===== src/hdl/ckb_pkg.sv =====
package ckb_pkg;

    // Field widths of the stream items
    localparam int PIXEL_W     = 32;
    localparam int DEST_X_W    = 10;
    localparam int DEST_Y_W    = 9;
    localparam int OUT_TDATA_W = 56;

    // Configuration port
    localparam int CFG_INDEX_W = 3;
    localparam int CFG_DATA_W  = 32;

    // Register indexes
    localparam logic [CFG_INDEX_W-1:0] CFG_SPRITE_WIDTH  = 3'd0;
    localparam logic [CFG_INDEX_W-1:0] CFG_SPRITE_HEIGHT = 3'd1;
    localparam logic [CFG_INDEX_W-1:0] CFG_LEFT_X        = 3'd2;
    localparam logic [CFG_INDEX_W-1:0] CFG_TOP_Y         = 3'd3;
    localparam logic [CFG_INDEX_W-1:0] CFG_DRAW_MODE     = 3'd4;
    localparam logic [CFG_INDEX_W-1:0] CFG_TINT_COLOR    = 3'd5;
    localparam logic [CFG_INDEX_W-1:0] CFG_FILL_PERCENT  = 3'd6;

    // Draw modes; any other code draws keyed transparent
    localparam logic [1:0] MODE_KEY_FILL = 2'd1;
    localparam logic [1:0] MODE_KEY_TINT = 2'd2;

    localparam logic [PIXEL_W-1:0] KEY_MASK = 32'h00FF_FFFF;

    // Percentage scaling: x / 100 == (x * FILL_RECIP) >> FILL_SHIFT for x < 199728
    localparam logic [6:0]  FILL_MAX    = 7'd100;
    localparam int          FILL_SHIFT  = 24;
    localparam int          FILL_SCL_W  = 25;
    localparam logic [17:0] FILL_RECIP  = 18'd167773;

    // Signed width of the clip window arithmetic, enough for screens up to 4096
    localparam int WIN_W = 14;

    localparam int SCREEN_WIDTH_DEF  = 640;
    localparam int SCREEN_HEIGHT_DEF = 480;

    typedef struct packed {
        logic        [9:0]       sprite_width;
        logic signed [10:0]      left_x;
        logic signed [10:0]      top_y;
        logic        [1:0]       draw_mode;
        logic        [31:0]      tint_color;
        logic        [10:0]      col_skip;
        logic        [10:0]      row_skip;
        logic signed [WIN_W-1:0] draw_w;
        logic signed [WIN_W-1:0] draw_h;
    } t_cfg;

endpackage


===== src/hdl/color_key_sprite_blitter.sv =====
// Colour-key sprite blitter. Sprite pixels enter on the slave stream in raster order,
// top row first, one transaction per pixel, with tuser set on the first pixel of a
// sprite to restart the row and column counters. Each pixel is placed at the
// configured top-left position (software subtracts the sprite centre beforehand),
// clipped against the screen edges and against the drawn width of sprite_width times
// fill_percent over 100, and then either dropped, written as it is, filled white or
// ORed with the tint, depending on the draw mode and the white colour key. Every pixel
// that survives gives one framebuffer write transaction on the master stream. The block
// takes one pixel per clock cycle while back-pressure does not stall it, and a pixel's
// write path to the master stream is three registers deep: the input register, the
// offset stage and the output register fed by the window compare.
// Back-pressure on the master side stalls the pipeline only once its bubbles are used
// up. The clip window is derived from the registers through a registered width
// multiplier followed by the registered window terms.
module color_key_sprite_blitter
    import ckb_pkg::*;
#(
    parameter int SCREEN_WIDTH  = SCREEN_WIDTH_DEF,
    parameter int SCREEN_HEIGHT = SCREEN_HEIGHT_DEF
) (
    input  logic                   i_clk,
    input  logic                   i_rst_n,
    // Configuration
    input  logic                   i_cfg_we,
    input  logic [CFG_INDEX_W-1:0] i_cfg_index,
    input  logic [CFG_DATA_W-1:0]  i_cfg_data,
    // Sprite pixel stream
    input  logic                   s_tvalid,
    output logic                   s_tready,
    input  logic [PIXEL_W-1:0]     s_tdata,   // [31:0] sprite_pixel
    input  logic [0:0]             s_tuser,   // [0] first_pixel
    // Framebuffer write stream
    output logic                   m_tvalid,
    input  logic                   m_tready,
    output logic [OUT_TDATA_W-1:0] m_tdata    // [9:0] dest_x, [18:10] dest_y,
                                              // [50:19] out_pixel, [55:51] zero
);

    t_cfg cfg;

    ckb_cfg #(
        .SCREEN_WIDTH  (SCREEN_WIDTH),
        .SCREEN_HEIGHT (SCREEN_HEIGHT)
    ) u_cfg (
        .i_clk       (i_clk),
        .i_rst_n     (i_rst_n),
        .i_cfg_we    (i_cfg_we),
        .i_cfg_index (i_cfg_index),
        .i_cfg_data  (i_cfg_data),
        .o_cfg       (cfg)
    );

    // Pipeline flow control. Each stage loads when it is empty or its successor loads,
    // so bubbles are squeezed out before back-pressure reaches the input.
    logic r_v1, r_v2;
    logic adv1, adv2, adv3, s_accept;

    always_comb begin
        adv3     = !m_tvalid || m_tready;
        adv2     = !r_v2 || adv3;
        adv1     = !r_v1 || adv2;
        s_accept = s_tvalid && adv1;
    end

    assign s_tready = adv1;

    // Sprite position counters. The first pixel of a sprite uses row and column zero.
    logic [9:0] r_col_count, r_row_count;
    logic [9:0] col_base, row_base, col_inc, n_col_count, n_row_count;

    always_comb begin
        col_base = s_tuser[0] ? '0 : r_col_count;
        row_base = s_tuser[0] ? '0 : r_row_count;
        col_inc  = col_base + 10'd1;
        if (col_inc >= cfg.sprite_width) begin
            n_col_count = '0;
            n_row_count = row_base + 10'd1;
        end else begin
            n_col_count = col_inc;
            n_row_count = row_base;
        end
    end

    always_ff @(posedge i_clk) begin
        if (!i_rst_n) begin
            r_col_count <= '0;
            r_row_count <= '0;
        end else if (s_accept) begin
            r_col_count <= n_col_count;
            r_row_count <= n_row_count;
        end
    end

    // Stage 1: the pixel with the sprite position it was taken at.
    logic [PIXEL_W-1:0] r1_pix;
    logic [9:0]         r1_col, r1_row;

    always_ff @(posedge i_clk) begin
        if (!i_rst_n) begin
            r_v1 <= 1'b0;
        end else if (adv1) begin
            r_v1 <= s_tvalid;
        end
    end

    always_ff @(posedge i_clk) begin
        if (s_accept) begin
            r1_pix <= s_tdata;
            r1_col <= col_base;
            r1_row <= row_base;
        end
    end

    // Stage 2: offsets into the clip window, destination and the colour-key decision.
    // The destination is the sprite position plus the signed top-left corner, whether
    // or not the corner is clipped, so it needs no window terms.
    logic                 is_key, do_write;
    logic [PIXEL_W-1:0]   pix_val;
    logic signed [11:0]   n2_r, n2_c;

    always_comb begin
        is_key   = (r1_pix & KEY_MASK) == KEY_MASK;
        do_write = !is_key;
        pix_val  = r1_pix;
        case (cfg.draw_mode)
            MODE_KEY_FILL: begin
                do_write = 1'b1;
                if (is_key) begin
                    pix_val = KEY_MASK;
                end
            end
            MODE_KEY_TINT: pix_val = r1_pix | cfg.tint_color;
            default: ;
        endcase
        n2_r = $signed({2'b00, r1_row}) - $signed({1'b0, cfg.row_skip});
        n2_c = $signed({2'b00, r1_col}) - $signed({1'b0, cfg.col_skip});
    end

    logic signed [11:0]  r2_r, r2_c;
    logic [DEST_X_W-1:0] r2_dx;
    logic [DEST_Y_W-1:0] r2_dy;
    logic [PIXEL_W-1:0]  r2_pix;

    always_ff @(posedge i_clk) begin
        if (!i_rst_n) begin
            r_v2 <= 1'b0;
        end else if (adv2) begin
            r_v2 <= r_v1 && do_write;
        end
    end

    always_ff @(posedge i_clk) begin
        if (adv2) begin
            r2_r   <= n2_r;
            r2_c   <= n2_c;
            r2_dx  <= r1_col + cfg.left_x[DEST_X_W-1:0];
            r2_dy  <= r1_row[DEST_Y_W-1:0] + cfg.top_y[DEST_Y_W-1:0];
            r2_pix <= pix_val;
        end
    end

    // Stage 3: window test into the output register. A negative window never passes,
    // since the offset must be at least zero and below the window size.
    logic visible;

    always_comb begin
        visible = !r2_r[11] && !r2_c[11]
               && ($signed({{(WIN_W-12){r2_r[11]}}, r2_r}) < cfg.draw_h)
               && ($signed({{(WIN_W-12){r2_c[11]}}, r2_c}) < cfg.draw_w);
    end

    logic                r_v3;
    logic [DEST_X_W-1:0] r3_dx;
    logic [DEST_Y_W-1:0] r3_dy;
    logic [PIXEL_W-1:0]  r3_pix;

    always_ff @(posedge i_clk) begin
        if (!i_rst_n) begin
            r_v3 <= 1'b0;
        end else if (adv3) begin
            r_v3 <= r_v2 && visible;
        end
    end

    always_ff @(posedge i_clk) begin
        if (adv3) begin
            r3_dx  <= r2_dx;
            r3_dy  <= r2_dy;
            r3_pix <= r2_pix;
        end
    end

    assign m_tvalid = r_v3;
    assign m_tdata  = {5'd0, r3_pix, r3_dy, r3_dx};

    // With the output register free, the whole pipeline can move, so input is taken.
    a_ready_when_out_free: assert property (@(posedge i_clk) disable iff (!i_rst_n)
        !m_tvalid |-> s_tready)
        else $error("input stalled with an empty output register");

    // A write only appears after a writing pixel reached the window test.
    a_out_from_stage2: assert property (@(posedge i_clk) disable iff (!i_rst_n)
        $rose(m_tvalid) |-> $past(r_v2))
        else $error("framebuffer write without a pixel in the window stage");

    // Clipping keeps every write left of the right screen edge.
    a_dest_on_screen: assert property (@(posedge i_clk) disable iff (!i_rst_n)
        m_tvalid |-> (SCREEN_WIDTH > 1024 || int'(r3_dx) < SCREEN_WIDTH))
        else $error("framebuffer write beyond the right screen edge");

endmodule


===== src/hdl/ckb_cfg.sv =====
module ckb_cfg
    import ckb_pkg::*;
#(
    parameter int SCREEN_WIDTH  = SCREEN_WIDTH_DEF,
    parameter int SCREEN_HEIGHT = SCREEN_HEIGHT_DEF
) (
    input  logic                   i_clk,
    input  logic                   i_rst_n,
    input  logic                   i_cfg_we,
    input  logic [CFG_INDEX_W-1:0] i_cfg_index,
    input  logic [CFG_DATA_W-1:0]  i_cfg_data,
    output t_cfg                   o_cfg
);

    localparam logic signed [WIN_W-1:0] SW_W = WIN_W'(SCREEN_WIDTH);
    localparam logic signed [WIN_W-1:0] SH_W = WIN_W'(SCREEN_HEIGHT);

    logic        [9:0]            r_sprite_width;
    logic        [9:0]            r_sprite_height;
    logic signed [10:0]           r_left_x;
    logic signed [10:0]           r_top_y;
    logic        [1:0]            r_draw_mode;
    logic        [31:0]           r_tint_color;
    logic        [FILL_SCL_W-1:0] r_fill_scaled;
    logic        [9:0]            r_draw_w_raw;
    logic        [10:0]           r_col_skip;
    logic        [10:0]           r_row_skip;
    logic signed [WIN_W-1:0]      r_draw_w;
    logic signed [WIN_W-1:0]      r_draw_h;

    logic        [6:0]            fill_clamped;
    logic        [FILL_SCL_W-1:0] n_fill_scaled;
    logic        [34:0]           width_product;
    logic signed [WIN_W-1:0]      lx_w, ty_w, x_pos, y_pos, x_end, y_end, x_over, y_over;
    logic signed [WIN_W-1:0]      n_draw_w, n_draw_h, n_col_skip, n_row_skip;

    always_comb begin
        fill_clamped  = (i_cfg_data[6:0] > FILL_MAX) ? FILL_MAX : i_cfg_data[6:0];
        n_fill_scaled = FILL_SCL_W'(fill_clamped) * FILL_SCL_W'(FILL_RECIP);
        width_product = {25'd0, r_sprite_width} * {10'd0, r_fill_scaled};
    end

    always_ff @(posedge i_clk) begin
        if (!i_rst_n) begin
            r_sprite_width  <= '0;
            r_sprite_height <= '0;
            r_left_x        <= '0;
            r_top_y         <= '0;
            r_draw_mode     <= '0;
            r_tint_color    <= '0;
            r_fill_scaled   <= FILL_SCL_W'(FILL_MAX) * FILL_SCL_W'(FILL_RECIP);
        end else if (i_cfg_we) begin
            unique case (i_cfg_index)
                CFG_SPRITE_WIDTH:  r_sprite_width  <= i_cfg_data[9:0];
                CFG_SPRITE_HEIGHT: r_sprite_height <= i_cfg_data[9:0];
                CFG_LEFT_X:        r_left_x        <= i_cfg_data[10:0];
                CFG_TOP_Y:         r_top_y         <= i_cfg_data[10:0];
                CFG_DRAW_MODE:     r_draw_mode     <= i_cfg_data[1:0];
                CFG_TINT_COLOR:    r_tint_color    <= i_cfg_data[31:0];
                CFG_FILL_PERCENT:  r_fill_scaled   <= n_fill_scaled;
                default: ;
            endcase
        end
    end

    // Clip the window against the screen edges. The right and bottom tests use the
    // full sprite size rather than the drawn width, as the original blitter does.
    always_comb begin
        lx_w  = {{(WIN_W-11){r_left_x[10]}}, r_left_x};
        ty_w  = {{(WIN_W-11){r_top_y[10]}}, r_top_y};
        x_pos = lx_w[WIN_W-1] ? '0 : lx_w;
        y_pos = ty_w[WIN_W-1] ? '0 : ty_w;
        x_end = x_pos + $signed({{(WIN_W-10){1'b0}}, r_sprite_width});
        y_end = y_pos + $signed({{(WIN_W-10){1'b0}}, r_sprite_height});
        x_over = (x_end >= SW_W) ? x_end - SW_W : '0;
        y_over = (y_end >= SH_W) ? y_end - SH_W : '0;
        n_draw_w = $signed({{(WIN_W-10){1'b0}}, r_draw_w_raw})
                 + (lx_w[WIN_W-1] ? lx_w : '0) - x_over;
        n_draw_h = $signed({{(WIN_W-10){1'b0}}, r_sprite_height})
                 + (ty_w[WIN_W-1] ? ty_w : '0) - y_over;
        n_col_skip = lx_w[WIN_W-1] ? -lx_w : '0;
        n_row_skip = ty_w[WIN_W-1] ? -ty_w : '0;
    end

    always_ff @(posedge i_clk) begin
        r_draw_w_raw <= width_product[FILL_SHIFT+9:FILL_SHIFT];
        r_draw_w     <= n_draw_w;
        r_draw_h     <= n_draw_h;
        r_col_skip   <= n_col_skip[10:0];
        r_row_skip   <= n_row_skip[10:0];
    end

    always_comb begin
        o_cfg.sprite_width = r_sprite_width;
        o_cfg.left_x       = r_left_x;
        o_cfg.top_y        = r_top_y;
        o_cfg.draw_mode    = r_draw_mode;
        o_cfg.tint_color   = r_tint_color;
        o_cfg.col_skip     = r_col_skip;
        o_cfg.row_skip     = r_row_skip;
        o_cfg.draw_w       = r_draw_w;
        o_cfg.draw_h       = r_draw_h;
    end

endmodule


===== config.mk =====
export PLATFORM = sky130hd
export DESIGN_NAME = color_key_sprite_blitter
export DESIGN_NICKNAME = d
export VERILOG_FILES = /design/src/hdl/ckb_pkg.sv /design/src/hdl/color_key_sprite_blitter.sv /design/src/hdl/ckb_cfg.sv
export SDC_FILE = /design/constraint.sdc
export NUM_CORES = 1
export LEC_CHECK = 0
export ABC_CLOCK_PERIOD_IN_PS = 12890
export BUFFER_PORTS_ARGS = -buffer_cell sky130_fd_sc_hd__buf_2
export CORE_MARGIN = 2
export CORE_UTILIZATION = 40
export DETAILED_ROUTE_END_ITERATION = 6
export GPL_TIMING_DRIVEN = 0
export PLACE_DENSITY = 0.59
export SETUP_SLACK_MARGIN = 0.5
export SLEW_MARGIN = 20
export SYNTH_ARGS = -nofsm -noshare
export SYNTH_HDL_FRONTEND = slang
export SYNTH_SLANG_ARGS = --single-unit

===== constraint.sdc =====
create_clock -name i_clk -period 12.89 [get_ports i_clk]
set_input_delay 1.289 -clock i_clk [delete_from_list [all_inputs] [get_ports i_clk]]
set_output_delay 1.289 -clock i_clk [all_outputs]
set_load 0.03 [all_outputs]

==> impl_metrics.tcl, run 1 <==
set metrics [dict create \
    postCtsResizedCells 0 \
    route.detailed.drc 0 \
    tns_ps 0 \
    post-cts-setup-buffer-count 0 \
    critPathKind "flip-flop to flip-flop" \
    yosysMostFrequentCell "nand2_1" \
    track_usage_pct 19.89 \
    post-route-min-period_ps 6828 \
    synth.largest_area_cell "edfxtp_1" \
    synth-seq-cells 362 \
    p_seq_share_pct 40.0 \
    num_rows 95 \
    drtIter0Drc 1219 \
    netlist.area_leader.share_pct 19.67 \
    clkTransAtPathRegs_ps 70 \
    synth_edf_count 178 \
    fmax_ghz 0.1465 \
    async_reset_ff_share_pct 0 \
    finClkSkew_ps 22.61 \
    tightestPinTransition_ps 889.5 \
    dr.pass1.iters 7 \
    power.switching_w 0.001038 \
    fp.dieH_um 264.6 \
    gp_congestion 0.8673 \
    vias 20480 \
    rsz0062_at_grt "false" \
    drtAntennaViolNets 0 \
    wl_per_cell_um 17.68 \
    cts_num_sinks 362 \
    synth_cells 2844 \
    netlist_area_um2 27170 \
    sw_frac_of_total_pct 31.01 \
    max_slew_margin_pct 40.58 \
    yosys_warnings 0 \
    io_pins 131 \
    clock_path_buffers 3 \
    p_clk_share_pct 34.6 \
    coreArea_um2 67160 \
    crit_path_max_fanout 10 \
    synth_commonest_cells "nand2_1 (424), inv_1 (362), ha_1 (262)" \
    clk_latency_ps 580 \
    grt_pass1_vias 21040 \
    pwr_density_cell_nw_per_um2 110.6 \
    status "complete, no violations" \
    die-area_um2 70030 \
    holdWs_ps 411.4 \
    syn_area_per_cell_um2 9.555 \
    grt_overflow_total 0 \
    antenna_found_initial 3 \
    vdd_drop_max_v 0.00008297 \
    cts.htree.levels 2 \
    synth.area.top_cells "edfxtp_1 (20%), fa_1 (17%), dfxtp_1 (14%)" \
    final_layout_size_suffix_gt1_share_pct 7.359 \
    min_period_over_period_pct 52.97 \
    cts_root_buffer "clkbuf_16" \
    synth-seq-area-share_pct 33.23 \
    area.growth.synth_to_final_pct 11.41 \
    io_buffers 121 \
    p_leak_nw 13.76 \
    combPwrFrac_pct 25.3 \
    fillers 6324 \
    viasPerCell 5.226 \
    numCtsBuffers 40 \
    postCtsHoldBufs 0 \
    grt_first_pass_wirelength_um 111500 \
    drv_cap 0 \
    ys_types 83 \
    finalHoldViolations 0 \
    grt_max_degree 52 \
    hold_path.class "flip-flop to flip-flop" \
    nets 3581 \
    internal_power_w 0.002309 \
    critPathLaunchType "flip-flop" \
    required_ps 13360 \
    worstSetupEndpointType "flip-flop" \
    synth_ff_type "dfxtp_1" \
    crit_arrival_ps 7300 \
    setup_viol 0 \
    slew_viol_final 0 \
    die_width_um 264.6 \
    hpwl_um 54760 \
    cts_tree "yes" \
    initial_utilization_pct 40.46 \
    drt-total-wl_um 69290 \
]
==> cell families (layout without fill, tap and decap cells) <==
| logic type | after synthesis | after routing | share of synthesized area (%) |
|---|---|---|---|
| and+or+nand+nor | 925 | 925 | 16.18 |
| adders and majority gates | 495 | 495 | 29.23 |
| buffers and inverters | 486 | 682 | 6.815 |
| AOI/OAI and AO/OA | 463 | 463 | 10.87 |
| DFF | 362 | 362 | 33.23 |
| xor gates and xnor gates | 107 | 107 | 3.499 |
| muxes | 4 | 4 | 0.1565 |
| other | 2 | 8 | 0.02764 |
==> path summary, 6_finish.rpt <==
kind                                                      startpoint                             to  slack, ps  depth (start not counted)
worst max register to register  u_cfg.r_sprite_width[9]$_SDFFE_PN0P_  u_cfg.r_draw_w_raw[8]$_DFF_P_       6060                         18
worst min register to register                   r2_pix[2]$_DFFE_PP_            r3_pix[2]$_DFFE_PP_        410                          0
worst min-delay path                             r2_pix[2]$_DFFE_PP_            r3_pix[2]$_DFFE_PP_        410                          0
worst max-delay path            u_cfg.r_sprite_width[9]$_SDFFE_PN0P_  u_cfg.r_draw_w_raw[8]$_DFF_P_       6060                         18
==> critical path: stages (launching register included) <==
cell      delay (ps)
dfxtp_1          380
clkbuf_1         450
clkbuf_1         490
nand2_1          170
fa_1             570
inv_1             60
fa_1             540
fa_1             540
fa_1             520
fa_1             490
ha_1             300
nand4_1          250
nor4_1           370
o21ai_0          300
a31o_2           330
a41oi_1          360
a211oi_1         180
o21bai_1         200
xor2_1           220
==> placed cells by master, fill, tap and decap left out, types with 73 or more instances in the layout <==
cell type  netlist  layout
a21oi_1        189     189
inv_1          362     361
nand2_1        424     423
fa_1           233     233
buf_2            4     125
ha_1           262     262
xnor2_1         73      73
dfxtp_1        184     184
nor2_1         117     117
clkbuf_1       112     122
and2_1         128     128
edfxtp_1       178     178
==> sequential cells by signal, indices dropped and copies added, names as in the netlist, 11 cells and up <==
register             cells
u_cfg.r_tint_color      32
r1_pix                  32
u_cfg.r_row_skip        11
u_cfg.r_draw_h          14
u_cfg.r_fill_scaled     25
r2_pix                  32
r3_pix                  32
u_cfg.r_top_y           11
u_cfg.r_left_x          11
u_cfg.r_draw_w          14
u_cfg.r_col_skip        11
r2_r                    12
r2_c                    12
==> power groups by stage <==
stage               logic [W]  registers, W  clock network, W
floorplan            0.000594       0.00138                 0
global placement     0.000820       0.00136                 0
detailed placement   0.000844       0.00137                 0
CTS                  0.000851       0.00134           0.00118
global route         0.000953       0.00135           0.00123
finish               0.000848       0.00134           0.00116
==> routing by layer <==
| metal | part of all wire [%] | vias to the layer above | global-route usage, % | routed length (µm) |
|---|---|---|---|---|
| met4 | 2.2 | 2 | 5.221 | 1513 |
| met5 | 0.019 | - | 0 | 13 |
| met2 | 49 | 482 | 34.69 | 34240 |
| met1 | 44 | 10140 | 25.96 | 30270 |
| li1 | - | 9759 | - | - |
| met3 | 4.7 | 97 | 2.703 | 3244 |
==> metrics by stage <==
stage,instances,utilization (%),area (µm²),power [W],setup slack (ps)
after floorplan,2848,-,27190,0.001975,7118
after global placement,3842,43.01,28890,0.002185,6085
after detailed placement,3844,43.11,28950,0.002210,5944
after CTS,3917,45.07,30270,0.003376,6004
after global routing,3918,45.08,30270,0.003531,5679
final,3919,45.08,30280,0.003347,6062
==> cell type report <==
type / count / area [µm²] / area share, %
repair buffers: 123 / 645.6 / 2.132
plain buffers: 123 / 493.0 / 1.628
clock buffers: 56 / 1111 / 3.670
diodes: 2 / 5.005 / 0.01653
multi-input cells: 2000 / 16330 / 53.93
flip-flops and latches: 362 / 9029 / 29.82
clock inverters: 17 / 206.4 / 0.6819
inverters: 363 / 1365 / 4.509
well taps: 873 / 1092 / 3.608
(Power assumes the default switching activity.)
==> run 2: changes to the inputs <==
--- a/config.mk
+++ b/config.mk
@@ -5,7 +5,7 @@
 export SDC_FILE = /design/constraint.sdc
 export NUM_CORES = 1
 export LEC_CHECK = 0
-export ABC_CLOCK_PERIOD_IN_PS = 12890
+export ABC_CLOCK_PERIOD_IN_PS = 6700
 export BUFFER_PORTS_ARGS = -buffer_cell sky130_fd_sc_hd__buf_2
 export CORE_MARGIN = 2
 export CORE_UTILIZATION = 40
==> constraint.sdc (replaced) <==
create_clock -name i_clk -period 6.7 [get_ports i_clk]
set_input_delay 0.67 -clock i_clk [delete_from_list [all_inputs] [get_ports i_clk]]
set_output_delay 0.67 -clock i_clk [all_outputs]
set_load 0.03 [all_outputs]
==> run 2 against run 1 <==
  * Utilization rose by 0.37 points
  * Worst setup slack worse by 5300 ps
  * Largest cell class unchanged
  * Clock skew is 1.8 ps higher
==> impl_metrics.tcl, run 2 (synthesis results as in run 1) <==
set metrics [dict create \
    die-area_um2 70030 \
    rsz0062_at_grt "false" \
    die_width_um 264.6 \
    cts_num_sinks 362 \
    cts_root_buffer "clkbuf_16" \
    timing.rr.start "u_cfg.r_fill_scaled[9]$_SDFFE_PN0P_" \
    antenna_found_initial 3 \
    io_pins 131 \
    min_to "r1_pix[12]$_DFFE_PP_" \
    critPathKind "flip-flop to flip-flop" \
    route.detailed.drc 0 \
    finClkSkew_ps 24.44 \
    hold_start "s_tdata[12]" \
    tightestPinTransition_ps 899.0 \
    gp_congestion 0.8673 \
    num_rows 95 \
    slew_viol_final 0 \
    pre_cts_ws_ps -134.6 \
    initial_utilization_pct 40.46 \
    min_path_cells 1 \
    nets 3584 \
    track_usage_pct 19.92 \
    area.growth.synth_to_final_pct 12.34 \
    wl_per_cell_um 17.71 \
    crit_arrival_ps 6460 \
    required_ps 7180 \
    viasPerCell 5.213 \
    power.total_w 0.006445 \
    reg2reg_depth 17 \
    io_buffers 121 \
    fmax_ghz 0.1671 \
    grt_pass1_vias 21080 \
    hpwl_um 54760 \
    critPathLaunchType "flip-flop" \
    vias 20440 \
    r2r-end "u_cfg.r_draw_w_raw[8]$_DFF_P_" \
    cts_tree "yes" \
    grt_first_pass_wirelength_um 111700 \
    final_cell_mix "nand2_1 (423), inv_1 (361), ha_1 (262), fa_1 (233), a21oi_1 (189)" \
    final_common_cell "nand2_1" \
    dr.pass1.iters 7 \
    status "complete, no violations" \
    critPathLaunch "u_cfg.r_fill_scaled[9]$_SDFFE_PN0P_" \
    vdd_drop_max_v 0.0001614 \
    coreArea_um2 67160 \
    min_period_over_period_pct 89.34 \
    regToRegSetupSlack_ps 710 \
    grt_overflow_total 0 \
    max_slew_margin_pct 39.94 \
    setup_viol 0 \
    drv_cap 0 \
    utilization_pct 45.45 \
    post-route-min-period_ps 5986 \
    clock_path_buffers 3 \
    drt-total-wl_um 69440 \
    drtAntennaViolNets 0 \
    pwr_density_cell_nw_per_um2 211.2 \
    fp.dieH_um 264.6 \
    hold_path.class "input pin to flip-flop" \
    grt_max_degree 52 \
    p_leak_nw 13.93 \
    final_layout_size_suffix_gt1_share_pct 9.485 \
    cts.htree.levels 2 \
    finalWorstSetupSlack_ps 714.5 \
    worstSetupEndpointType "flip-flop" \
    clkTransAtPathRegs_ps 60 \
    tns_ps 0 \
    clk_latency_ps 580 \
    finalHoldViolations 0 \
    drtIter0Drc 1299 \
    numCtsBuffers 40 \
    crit_path_max_fanout 10 \
]
run 2: cell types whose count changed in the layout (fill, tap and decap cells not counted), moves of 6 or more:
cell,before,now
clkbuf_1,122,81
clkbuf_2,0,18
buf_4,6,19
clkbuf_4,1,9
dfxtp_1,184,178
run 2: where the power goes:
group          leakage [nW]  switching (W)  internal [W]
sequential             3.37      0.0000767       0.00250
clock                 0.645       0.000940       0.00129
combinational          9.91       0.000983      0.000657
run 2: how the worst max path moves through the flow:
stage	end	slack [ps]	cells past startpoint
detailed placement	u_cfg.r_draw_w_raw[9]$_DFF_P_	-130	18
global placement	u_cfg.r_draw_w_raw[9]$_DFF_P_	-90	18
CTS	u_cfg.r_draw_w_raw[2]$_DFF_P_	510	18
floorplan	u_cfg.r_draw_w[13]$_DFF_P_	1030	25
global route	u_cfg.r_draw_w_raw[2]$_DFF_P_	470	18
finish	u_cfg.r_draw_w_raw[8]$_DFF_P_	710	17
run 2: cell type report:
cell class                      count  area (µm²)
Antenna cell                        1       2.502
Buffer                            123       601.8
Clock buffer                       56        1111
Clock inverter                     17       206.4
Fill cell                        6318       36630
Inverter                          363        1365
Multi-Input combinational cell   2000       16430
Sequential cell                   362        9044
Tap cell                          873        1092
Timing Repair Buffer              126       668.1
run 2: per-layer routing:
layer  routed length [µm]  part of all wire, %  GRT usage [%]
met5                   13                0.019              0
met4                 1545                  2.2          5.267
met3                 3052                  4.4          2.805
met2                34380                   50          34.77
met1                30450                   44          25.89
run 2: repair_timing:
action | 4_1_cts | 5_1_grt
hold buffers | 0 | 0
gates resized for setup | 44 | 95
hold endpoints to repair | 0 | 0
endpoints found under the setup margin | 17 | 15
pin swaps | 1 | 8
buffers inserted | 0 | 3
run 2: metrics by stage:
| step | cells | instance area [µm²] | hold WS (ps) |
|---|---|---|---|
| 2_1_floorplan | 2848 | 27190 | 400.3 |
| 3_3_place_gp | 3842 | 28890 | 400.4 |
| 3_5_place_dp | 3844 | 28950 | 405.2 |
| 4_1_cts | 3917 | 30350 | 255.6 |
| 5_1_grt | 3921 | 30530 | 259.6 |
| 6_report | 3921 | 30530 | 278.7 |
run 2: worst max-delay path: stages (launching register included):
cell and delay (ps):
dfxtp_1 320, clkbuf_1 460, nand2_1 180, fa_1 570, inv_1 60, fa_1 540, fa_1 540, fa_1 520
fa_1 490, ha_1 300, nand4_1 260, nor4_2 400, o21ai_2 150, a31o_2 270, a41oi_2 260, a211oi_1 150
o21bai_1 180, xor2_1 220
